<file path="config.mk">
export PLATFORM = sky130hd
export DESIGN_NAME = color_ratio_centroid
export DESIGN_NICKNAME = d
export VERILOG_FILES = /design/src/design/ccent_pkg.sv /design/src/design/ccent_front.sv /design/src/design/ccent_queue.sv /design/src/design/ccent_back.sv /design/src/design/color_ratio_centroid.sv
export SDC_FILE = /design/constraint.sdc
export NUM_CORES = 1
export LEC_CHECK = 0
export BUFFER_PORTS_ARGS = -buffer_cell sky130_fd_sc_hd__buf_2
export CAP_MARGIN = 20
export CORE_MARGIN = 2
export CORE_UTILIZATION = 35
export DETAILED_ROUTE_END_ITERATION = 10
export GPL_TIMING_DRIVEN = 1
export MAX_ROUTING_LAYER = met4
export PLACE_DENSITY_LB_ADDON = 0.05
export SYNTH_ARGS = -nofsm -noshare
export SYNTH_HDL_FRONTEND = slang
export SYNTH_HIERARCHICAL = 1
export SYNTH_SLANG_ARGS = --single-unit
</file>
<file path="constraint.sdc">
create_clock -name clk -period 8.7 [get_ports clk]
set_clock_uncertainty 0.05 [all_clocks]
set_input_delay 1.74 -clock clk [delete_from_list [all_inputs] [get_ports clk]]
set_output_delay 1.74 -clock clk [all_outputs]
set_load 0.02 [all_outputs]
</file>
<file path="src/design/ccent_pkg.sv">
// ----------------------------------------------------------------------------
// ccent_pkg
// Shared types and constants of the color ratio centroid block.
// ----------------------------------------------------------------------------
package ccent_pkg;

  localparam int FRAME_WIDTH_W     = 11;
  localparam int FRAME_WIDTH_RESET = 320;
  localparam int HIT_RATIO         = 5;
  localparam int COLOR_W           = 8;
  localparam int CENTROID_W        = 10;
  localparam int QUEUE_DEPTH       = 2;

  typedef struct packed {
    logic [COLOR_W-1:0] red;
    logic [COLOR_W-1:0] green;
    logic [COLOR_W-1:0] blue;
    logic               last_pixel;
  } pixel_t;

  typedef struct packed {
    logic                  found;
    logic [CENTROID_W-1:0] centroid_x;
    logic [CENTROID_W-1:0] centroid_y;
  } result_t;

  typedef enum logic [2:0] {
    ST_IDLE,
    ST_DIV_X,
    ST_DIV_Y,
    ST_DONE
  } back_state_t;

endpackage

</file>
<file path="src/design/ccent_front.sv">
// ----------------------------------------------------------------------------
// ccent_front
// Pixel front end: tracks column and row, tests color, accumulates sums and
// pushes frame totals into the queue on the last pixel.
// ----------------------------------------------------------------------------
module ccent_front #(
  parameter int MAX_WIDTH  = 1024,
  parameter int MAX_HEIGHT = 1024
) (
  input  logic                                  clk,
  input  logic                                  rst_n,
  input  logic                                  cfg_we,
  input  logic [ccent_pkg::FRAME_WIDTH_W-1:0]   cfg_data,
  input  logic                                  pix_valid,
  input  ccent_pkg::pixel_t                     pix_data,
  input  logic                                  q_full,
  output logic                                  pix_ready,
  output logic                                  push,
  output logic [2*(((MAX_WIDTH > MAX_HEIGHT) ? $clog2(MAX_WIDTH) : $clog2(MAX_HEIGHT))
                 + $clog2(MAX_WIDTH*MAX_HEIGHT+1))
                 + $clog2(MAX_WIDTH*MAX_HEIGHT+1)-1:0] push_data
);

  localparam int CW   = $clog2(MAX_WIDTH);
  localparam int RW   = $clog2(MAX_HEIGHT);
  localparam int QW   = (CW > RW) ? CW : RW;
  localparam int CAP  = MAX_WIDTH * MAX_HEIGHT;
  localparam int NW   = $clog2(CAP + 1);
  localparam int SW   = QW + NW;
  localparam int MW   = $clog2(MAX_WIDTH + 1);
  localparam int CMPW = (ccent_pkg::FRAME_WIDTH_W > MW) ? ccent_pkg::FRAME_WIDTH_W : MW;
  localparam int PW   = ccent_pkg::COLOR_W + 3;

  logic [ccent_pkg::FRAME_WIDTH_W-1:0] fw_r;
  logic [CW-1:0] col_r, col_nxt;
  logic [RW-1:0] row_r, row_nxt;
  logic [SW-1:0] sx_r, sx_nxt, sx_sum;
  logic [SW-1:0] sy_r, sy_nxt, sy_sum;
  logic [NW-1:0] cnt_r, cnt_nxt, cnt_sum;
  logic [CMPW-1:0] fw_ext, eff_w;
  logic hit, accept;

  assign pix_ready = !q_full;
  assign accept    = pix_valid && pix_ready;

  always_comb begin
    fw_ext = CMPW'(fw_r);
    if (fw_ext == '0) begin
      eff_w = CMPW'(1);
    end else if (fw_ext > CMPW'(MAX_WIDTH)) begin
      eff_w = CMPW'(MAX_WIDTH);
    end else begin
      eff_w = fw_ext;
    end

    hit = (PW'(pix_data.blue) > PW'(pix_data.red) * PW'(ccent_pkg::HIT_RATIO))
       && (PW'(pix_data.blue) > PW'(pix_data.green) * PW'(ccent_pkg::HIT_RATIO))
       && (cnt_r < NW'(CAP));

    sx_sum  = hit ? sx_r + SW'(col_r) : sx_r;
    sy_sum  = hit ? sy_r + SW'(row_r) : sy_r;
    cnt_sum = hit ? cnt_r + NW'(1) : cnt_r;

    push      = accept && pix_data.last_pixel;
    push_data = {sx_sum, sy_sum, cnt_sum};

    col_nxt = col_r;
    row_nxt = row_r;
    sx_nxt  = sx_r;
    sy_nxt  = sy_r;
    cnt_nxt = cnt_r;
    if (accept) begin
      if (pix_data.last_pixel) begin
        col_nxt = '0;
        row_nxt = '0;
        sx_nxt  = '0;
        sy_nxt  = '0;
        cnt_nxt = '0;
      end else begin
        sx_nxt  = sx_sum;
        sy_nxt  = sy_sum;
        cnt_nxt = cnt_sum;
        if (CMPW'(col_r) + CMPW'(1) >= eff_w) begin
          col_nxt = '0;
          if (row_r != RW'(MAX_HEIGHT - 1)) begin
            row_nxt = row_r + RW'(1);
          end
        end else begin
          col_nxt = col_r + CW'(1);
        end
      end
    end
  end

  always_ff @(posedge clk) begin
    if (!rst_n) begin
      fw_r  <= ccent_pkg::FRAME_WIDTH_W'(ccent_pkg::FRAME_WIDTH_RESET);
      col_r <= '0;
      row_r <= '0;
      sx_r  <= '0;
      sy_r  <= '0;
      cnt_r <= '0;
    end else begin
      if (cfg_we) begin
        fw_r <= cfg_data;
      end
      col_r <= col_nxt;
      row_r <= row_nxt;
      sx_r  <= sx_nxt;
      sy_r  <= sy_nxt;
      cnt_r <= cnt_nxt;
    end
  end

endmodule

</file>
<file path="src/design/ccent_queue.sv">
// ----------------------------------------------------------------------------
// ccent_queue
// Short FIFO of frame totals between the pixel front end and the divider.
// ----------------------------------------------------------------------------
module ccent_queue #(
  parameter int W = 8
) (
  input  logic         clk,
  input  logic         rst_n,
  input  logic         push,
  input  logic [W-1:0] push_data,
  input  logic         pop,
  output logic [W-1:0] pop_data,
  output logic         full,
  output logic         empty
);

  localparam int AW = (ccent_pkg::QUEUE_DEPTH > 1) ? $clog2(ccent_pkg::QUEUE_DEPTH) : 1;
  localparam int NW = $clog2(ccent_pkg::QUEUE_DEPTH + 1);

  logic [W-1:0]  mem_r [ccent_pkg::QUEUE_DEPTH];
  logic [AW-1:0] wr_ptr_r, rd_ptr_r;
  logic [NW-1:0] count_r;

  assign full     = (count_r == NW'(ccent_pkg::QUEUE_DEPTH));
  assign empty    = (count_r == '0);
  assign pop_data = mem_r[rd_ptr_r];

  always_ff @(posedge clk) begin
    if (push) begin
      mem_r[wr_ptr_r] <= push_data;
    end
  end

  always_ff @(posedge clk) begin
    if (!rst_n) begin
      wr_ptr_r <= '0;
      rd_ptr_r <= '0;
      count_r  <= '0;
    end else begin
      if (push) begin
        wr_ptr_r <= (wr_ptr_r == AW'(ccent_pkg::QUEUE_DEPTH - 1)) ? '0 : wr_ptr_r + AW'(1);
      end
      if (pop) begin
        rd_ptr_r <= (rd_ptr_r == AW'(ccent_pkg::QUEUE_DEPTH - 1)) ? '0 : rd_ptr_r + AW'(1);
      end
      if (push && !pop) begin
        count_r <= count_r + NW'(1);
      end else if (pop && !push) begin
        count_r <= count_r - NW'(1);
      end
    end
  end

endmodule

</file>
<file path="src/design/ccent_back.sv">
// ----------------------------------------------------------------------------
// ccent_back
// Frame back end: restoring divider for both means, one quotient bit per
// cycle, feeding a result output register.
// ----------------------------------------------------------------------------
module ccent_back #(
  parameter int MAX_WIDTH  = 1024,
  parameter int MAX_HEIGHT = 1024
) (
  input  logic                clk,
  input  logic                rst_n,
  input  logic                q_empty,
  input  logic [2*(((MAX_WIDTH > MAX_HEIGHT) ? $clog2(MAX_WIDTH) : $clog2(MAX_HEIGHT))
                 + $clog2(MAX_WIDTH*MAX_HEIGHT+1))
                 + $clog2(MAX_WIDTH*MAX_HEIGHT+1)-1:0] q_data,
  output logic                pop,
  output logic                out_valid,
  input  logic                out_ready,
  output ccent_pkg::result_t  out_data
);

  localparam int CW  = $clog2(MAX_WIDTH);
  localparam int RW  = $clog2(MAX_HEIGHT);
  localparam int QW  = (CW > RW) ? CW : RW;
  localparam int CAP = MAX_WIDTH * MAX_HEIGHT;
  localparam int NW  = $clog2(CAP + 1);
  localparam int SW  = QW + NW;
  localparam int KW  = $clog2(QW + 1);

  ccent_pkg::back_state_t state_r, state_nxt;

  logic [SW-1:0] q_sx, q_sy;
  logic [NW-1:0] q_cnt;
  logic [NW-1:0] rem_r, rem_nxt;
  logic [QW-1:0] lo_r, lo_nxt;
  logic [NW-1:0] div_r, div_nxt;
  logic [SW-1:0] sy_r, sy_nxt;
  logic [QW-1:0] qx_r, qx_nxt;
  logic [KW-1:0] step_r, step_nxt;
  logic          found_r, found_nxt;
  logic          out_valid_r, out_valid_nxt;
  ccent_pkg::result_t out_r, out_nxt;
  logic [NW:0]   trial;
  logic          qbit, last_step;

  assign {q_sx, q_sy, q_cnt} = q_data;
  assign out_valid = out_valid_r;
  assign out_data  = out_r;

  always_ff @(posedge clk) begin
    if (!rst_n) begin
      state_r     <= ccent_pkg::ST_IDLE;
      out_valid_r <= 1'b0;
    end else begin
      state_r     <= state_nxt;
      out_valid_r <= out_valid_nxt;
    end
  end

  always_ff @(posedge clk) begin
    rem_r   <= rem_nxt;
    lo_r    <= lo_nxt;
    div_r   <= div_nxt;
    sy_r    <= sy_nxt;
    qx_r    <= qx_nxt;
    step_r  <= step_nxt;
    found_r <= found_nxt;
    out_r   <= out_nxt;
  end

  always_comb begin
    trial     = {rem_r, lo_r[QW-1]};
    qbit      = (trial >= {1'b0, div_r});
    last_step = (step_r == KW'(QW - 1));

    state_nxt     = state_r;
    pop           = 1'b0;
    rem_nxt       = rem_r;
    lo_nxt        = lo_r;
    div_nxt       = div_r;
    sy_nxt        = sy_r;
    qx_nxt        = qx_r;
    step_nxt      = step_r;
    found_nxt     = found_r;
    out_nxt       = out_r;
    out_valid_nxt = out_valid_r && !out_ready;

    unique case (state_r)
      ccent_pkg::ST_IDLE: begin
        if (!q_empty) begin
          pop       = 1'b1;
          rem_nxt   = q_sx[SW-1:QW];
          lo_nxt    = q_sx[QW-1:0];
          div_nxt   = q_cnt;
          sy_nxt    = q_sy;
          step_nxt  = '0;
          found_nxt = (q_cnt != '0);
          qx_nxt    = '0;
          state_nxt = (q_cnt != '0) ? ccent_pkg::ST_DIV_X : ccent_pkg::ST_DONE;
          if (q_cnt == '0) begin
            lo_nxt = '0;
          end
        end
      end
      ccent_pkg::ST_DIV_X, ccent_pkg::ST_DIV_Y: begin
        rem_nxt  = qbit ? NW'(trial - {1'b0, div_r}) : NW'(trial);
        lo_nxt   = (lo_r << 1) | QW'(qbit);
        step_nxt = step_r + KW'(1);
        if (last_step) begin
          step_nxt = '0;
          if (state_r == ccent_pkg::ST_DIV_X) begin
            qx_nxt    = (lo_r << 1) | QW'(qbit);
            rem_nxt   = sy_r[SW-1:QW];
            lo_nxt    = sy_r[QW-1:0];
            state_nxt = ccent_pkg::ST_DIV_Y;
          end else begin
            state_nxt = ccent_pkg::ST_DONE;
          end
        end
      end
      ccent_pkg::ST_DONE: begin
        if (!out_valid_r || out_ready) begin
          out_nxt.found      = found_r;
          out_nxt.centroid_x = ccent_pkg::CENTROID_W'(qx_r);
          out_nxt.centroid_y = ccent_pkg::CENTROID_W'(lo_r);
          out_valid_nxt      = 1'b1;
          state_nxt          = ccent_pkg::ST_IDLE;
        end
      end
      default: begin
        state_nxt = ccent_pkg::ST_IDLE;
      end
    endcase
  end

endmodule

</file>
<file path="src/design/color_ratio_centroid.sv">
// ----------------------------------------------------------------------------
// color_ratio_centroid
// Centroid of strongly blue pixels in a raster pixel stream.
// ----------------------------------------------------------------------------
// Usage:
//   in_valid/in_ready/in_data carry one RGB pixel per item in raster order,
//   last_pixel marking the end of a frame. Column and row are counted here,
//   the column wrapping at frame_width (cfg_we/cfg_data, reset 320).
//   One pixel is taken every cycle; in_ready drops only while both frame
//   slots of the two-entry totals queue are occupied.
//   out_valid/out_ready/out_data carry one result per frame: found and the
//   truncated mean column and row of the hits.
//   Totals pass through the queue, then the bit-serial divider (quotient
//   width Q: the larger of log2 MAX_WIDTH and log2 MAX_HEIGHT, 10 by
//   default), then the result register; a frame without hits skips the divider.
//   The divider works while the next frame streams in, so a frame needs at
//   least 2*Q+2 pixels to keep full pixel rate.
//   A stalled receiver holds the result register; the divider then waits
//   and frames collect in the queue until in_ready drops.
//   Reset (rst_n low, synchronous) clears the pixel counters and sums, the
//   queue and out_valid, idles the divider and restores frame_width to 320.
// ----------------------------------------------------------------------------
module color_ratio_centroid #(
  parameter int MAX_WIDTH  = 1024,
  parameter int MAX_HEIGHT = 1024
) (
  input  logic                                clk,
  input  logic                                rst_n,
  input  logic                                cfg_we,
  input  logic [ccent_pkg::FRAME_WIDTH_W-1:0] cfg_data,
  input  logic                                in_valid,
  output logic                                in_ready,
  input  ccent_pkg::pixel_t                   in_data,
  output logic                                out_valid,
  input  logic                                out_ready,
  output ccent_pkg::result_t                  out_data
);

  localparam int CW  = $clog2(MAX_WIDTH);
  localparam int RW  = $clog2(MAX_HEIGHT);
  localparam int QW  = (CW > RW) ? CW : RW;
  localparam int NW  = $clog2(MAX_WIDTH * MAX_HEIGHT + 1);
  localparam int EW  = 2 * (QW + NW) + NW;

  logic          push, pop, q_full, q_empty;
  logic [EW-1:0] push_data, pop_data;

  ccent_front #(
    .MAX_WIDTH  (MAX_WIDTH),
    .MAX_HEIGHT (MAX_HEIGHT)
  ) u_front (
    .clk       (clk),
    .rst_n     (rst_n),
    .cfg_we    (cfg_we),
    .cfg_data  (cfg_data),
    .pix_valid (in_valid),
    .pix_data  (in_data),
    .q_full    (q_full),
    .pix_ready (in_ready),
    .push      (push),
    .push_data (push_data)
  );

  ccent_queue #(
    .W (EW)
  ) u_queue (
    .clk       (clk),
    .rst_n     (rst_n),
    .push      (push),
    .push_data (push_data),
    .pop       (pop),
    .pop_data  (pop_data),
    .full      (q_full),
    .empty     (q_empty)
  );

  ccent_back #(
    .MAX_WIDTH  (MAX_WIDTH),
    .MAX_HEIGHT (MAX_HEIGHT)
  ) u_back (
    .clk       (clk),
    .rst_n     (rst_n),
    .q_empty   (q_empty),
    .q_data    (pop_data),
    .pop       (pop),
    .out_valid (out_valid),
    .out_ready (out_ready),
    .out_data  (out_data)
  );

  a_no_overflow: assert property (@(posedge clk) disable iff (!rst_n)
    push |-> !q_full)
    else $error("totals pushed into a full queue");

  a_no_underflow: assert property (@(posedge clk) disable iff (!rst_n)
    pop |-> !q_empty)
    else $error("totals popped from an empty queue");

  a_empty_frame_zero: assert property (@(posedge clk) disable iff (!rst_n)
    (out_valid && !out_data.found) |->
      (out_data.centroid_x == '0 && out_data.centroid_y == '0))
    else $error("frame without hits reports a nonzero centroid");

  a_reset_empty: assert property (@(posedge clk)
    $past(!rst_n) |-> (!out_valid && in_ready))
    else $error("block not empty after reset");

endmodule

</file>
==> key figures <==
Global route
  – First-pass GRT wire length: ~93 mm
  – Number of global-route vias before repair: 15200
  – Initial antenna violation count: 0
  – All-layer global routing usage: about a fifth
  – Grt ovf: 0
  – Largest net degree at the start of global routing: just over 60

Critical path
  – Worst Path Required: slightly above 9000 ps
  – Worst Path Buf+Inv: 4
  – Worst setup EP type: flop
  – Flop-to-flop setup slack: 4710 ps
  – Crit-path cells: buf_2 > ha_1 > ha_1 > fa_1 > a21oi_2 > inv_1 > a21oi_1 > xor2_1 > ha_1 > nand2_1 > nor3_1 > or4_1 > a2111oi_4 > buf_4 > and2_2 > buf_4 > mux2_1 > a22o_1
  – CP max stage cell: or4_1
  – Most frequent CP cell: ha_1
  – Reg2reg end: u_back/lo_r[0]$_DFFE_PP_
  – Crit path max fanout: 21
  – Crit path DAT: 6410 ps
  – Max incr delay on CP: about 570 ps
  – Cell family with most CP delay: adder cells
  – R2R cell count: 7
  – Crit path kind: input pin to flop
  – Setup crit start kind: input pin

STA
  – Setup violations, final: 0
  – RSZ-0062 raised after global routing: no
  – Final Hold Vio Count: 0
  – Max-slew headroom: about a quarter
  – Total negative slack: 0 ps
  – Final Max Slew Viols: 0
  – Max Freq: 0.167 GHz
  – Slew @ Worst Pin: ~1100 ps
  – Final worst-path cycle share: 68.8%
  – Fin crit period: about 6000 ps

Floorplanning
  – Starting Density: between 30% and 40%
  – Die Y: 252 µm
  – Die ar.: 63300 µm²
  – Num rows: 90
  – Horiz. Die Dim: between 200 and 300 µm
  – Core area: 60500 µm²
  – Boundary Pins: 64

Placement
  – Final HPWL DP: 41.6 mm
  – Cell Area, Placed: about 23000 µm²
  – Port Buf Inserts: 63
  – GPL Wtd Cong: about 0.83

Logic synthesis
  – #FFs+latches synth: 407
  – Sequential fraction of the synthesis area: a little over 50%
  – Syn avg cell area: 10.8 µm²
  – Primary FF master, synth: edfxtp_1
  – Post-synth EDFFs: 285
  – Gate Count Post-Synth: a little under 2000
  – Syn Std Cell Area: 21500 µm²
  – Synth unique cells: 84
  – Synth Warn #: 6
  – Post-synth ARST share: 0%
  – Synthesized Nets: 2132

Power
  – Reg power frac: between 30 and 40%
  – Static leakage: between 0.008 and 0.009 µW
  – VDD IR-drop max: about 140 µV
  – NetSw: roughly 2400 µW
  – Clock power share: ~29%
  – Total chip power: between 6000 and 7000 µW
  – Internal Power: 4470 µW
  – Switch share: about a third
  – Comb pwr share: between 30% and 40%
  – PD cells: between 200 and 300 nW/µm²

Route
  – ANT nets after route: 0
  – WL per Instance: approximately 21 µm
  – 1st-iter DRT viols: 1136
  – Via count: 15500
  – TritonRoute pass-1 iters: 5
  – DR DRC count: 0
  – DRT Wirelength: just over 60 mm
  – Number of vias per cell: about 5.4

Hold path
  – WHS Path Cells: 0
  – Hold path start: u_back/qx_r[9]$_SDFFCE_PP0P_
  – Hold Path End: u_back/out_data[19]$_DFFE_PP_
  – Min-delay worst type: flop to flop

Clock tree
  – Skew-Pair Late Insertion Delay: roughly 600 ps
  – # hold bufs at CTS: 0
  – Post-CTS Resized: 0
  – CTS tree: yes
  – Setup repair bufs after CTS: 0
  – CTS Buf Count: 48
  – Clock Root Buffer: clkbuf_16
  – CTS sink cnt: a little over 400
  – Max Root-Sink Buffers: 3
  – Clk slew on worst S/H paths: 60 ps
  – H-tree levels: 2

Finish
  – # fillers: between 5000 and 6000
  – Layout cells sized above 1: between 15 and 20%
  – Design area: around 24000 µm²
  – Area of the multi-input gates: 9730 µm²
  – Register area: between 10000 and 15000 µm²
  – Area grow syn2layout: 12.7%
  – Layout net count: 2184

Run status
  – Outcome: finished clean

Flow run
  – Max Cap Viol: 0
[metal layers]
metal | GRT usage [%] | vias to the layer above | part of all wire (%)
li1 | - | 7480 | -
met1 | 27.3 | 7555 | 48
met2 | 30.2 | 390 | 45
met4 | 5.85 | 0 | 2.6
met3 | 2.65 | 89 | 4.6
met5 | - | - | 0
[sequential cells by signal, summed over array words and instances, names as in the netlist, 4 cells and up, named ones only]
register,count
u_back/div_r,21
u_front/sx_r,31
u_back/out_data,21
u_back/lo_r,10
u_front/fw_ext,11
u_back/rem_r,21
u_back/qx_r,10
u_back/sy_r,31
u_front/sy_r,31
u_front/cnt_r,21
u_front/row_r,10
u_front/col_r,10
u_back/step_r,4
u_queue/mem_r,166
[cells in the mapped netlist (all sizes together), types with 29 or more instances]
cell type | number | area [µm²]
a21oi | 78 | 398
a31oi | 38 | 253
and2 | 32 | 200
clkbuf | 73 | 274
dfxtp | 122 | 2440
edfxtp | 285 | 8560
ha | 102 | 1280
inv | 84 | 315
mux2 | 103 | 1160
mux2i | 29 | 290
nand2 | 211 | 795
nand3 | 101 | 521
nand4 | 34 | 213
nor2 | 115 | 434
nor3 | 51 | 285
o21ai | 79 | 395
xnor2 | 61 | 534
xor2 | 50 | 438
[worst reg2reg max path: stages, from the launching register on]
cell	delay (ps)
dfxtp_4	560
buf_4	780
mux2_2	530
or4_1	530
or4_1	830
nand2_1	230
nor2_1	60
a21o_1	180
[power groups by stage]
stage / clock network, µW / registers [µW] / logic (µW)
final: 1980 / 2680 / 2210
after global routing: 2120 / 2720 / 2460
after CTS: 2040 / 2690 / 2240
after detailed placement: 0 / 2730 / 2230
after global placement: 0 / 2720 / 2210
after floorplan: 0 / 2670 / 1570
[kinds of logic after synthesis]
| group | synth area share (%) |
|---|---|
| multiplexers | 6.75 |
| XOR/XNOR | 4.53 |
| adder cells (fa/ha/maj) | 6.41 |
| AND/OR/NAND/NOR | 15.7 |
| buffers and inverters | 3.69 |
| AO/OA/AOI/OAI | 11.7 |
| flip-flops | 51.2 |
[how the worst max path moves through the flow]
stage	from	to	slack [ps]	depth (start not counted)
2_1_floorplan	in_valid	u_queue/mem_r[0][0]$_DFFE_PP_	1980	5
3_3_place_gp	in_data[10]	u_front/cnt_r[15]$_SDFFE_PN0P_	2080	17
4_1_cts	in_data[10]	u_front/sx_r[5]$_SDFFE_PN0P_	2730	18
6_report	in_data[10]	u_front/sx_r[5]$_SDFFE_PN0P_	2710	18
3_5_place_dp	in_data[10]	u_front/cnt_r[15]$_SDFFE_PN0P_	2110	17
5_1_grt	in_data[10]	u_front/sx_r[5]$_SDFFE_PN0P_	2490	18
[final cells by class]
cell class                 instances  share of cell area [%]
sequential                       407                    45.5
timing repair buffer              98                    2.55
multi-input combinational       1396                    40.2
inverter                          85                    1.32
clock buffer                      63                    5.36
antenna                            1                  0.0103
clock inverter                    27                    1.04
tap                              782                    4.04
[cell usage in the layout (no fill, tap or decap), types with 37 or more instances in the layout]
master / count
buf_2: 63
clkbuf_16: 48
nand3_1: 98
dfxtp_1: 121
mux2_2: 99
a21oi_1: 75
nor2_1: 112
xor2_1: 50
inv_1: 84
nand2_1: 210
nor3_1: 45
ha_1: 101
o21ai_0: 65
edfxtp_1: 285
xnor2_1: 61
a31oi_1: 37
[metrics by stage]
stage,utilization [%],setup WS (ps),instances,hold slack (ps)
after floorplan,-,1980,1984,350
after global placement,37.4,2080,2765,352
after detailed placement,37.4,2110,2766,356
after CTS,40.0,2730,2856,370
after global routing,40.0,2490,2858,378
final,40.0,2710,2859,368
No activity file was read; power rests on OpenSTA's default activity.
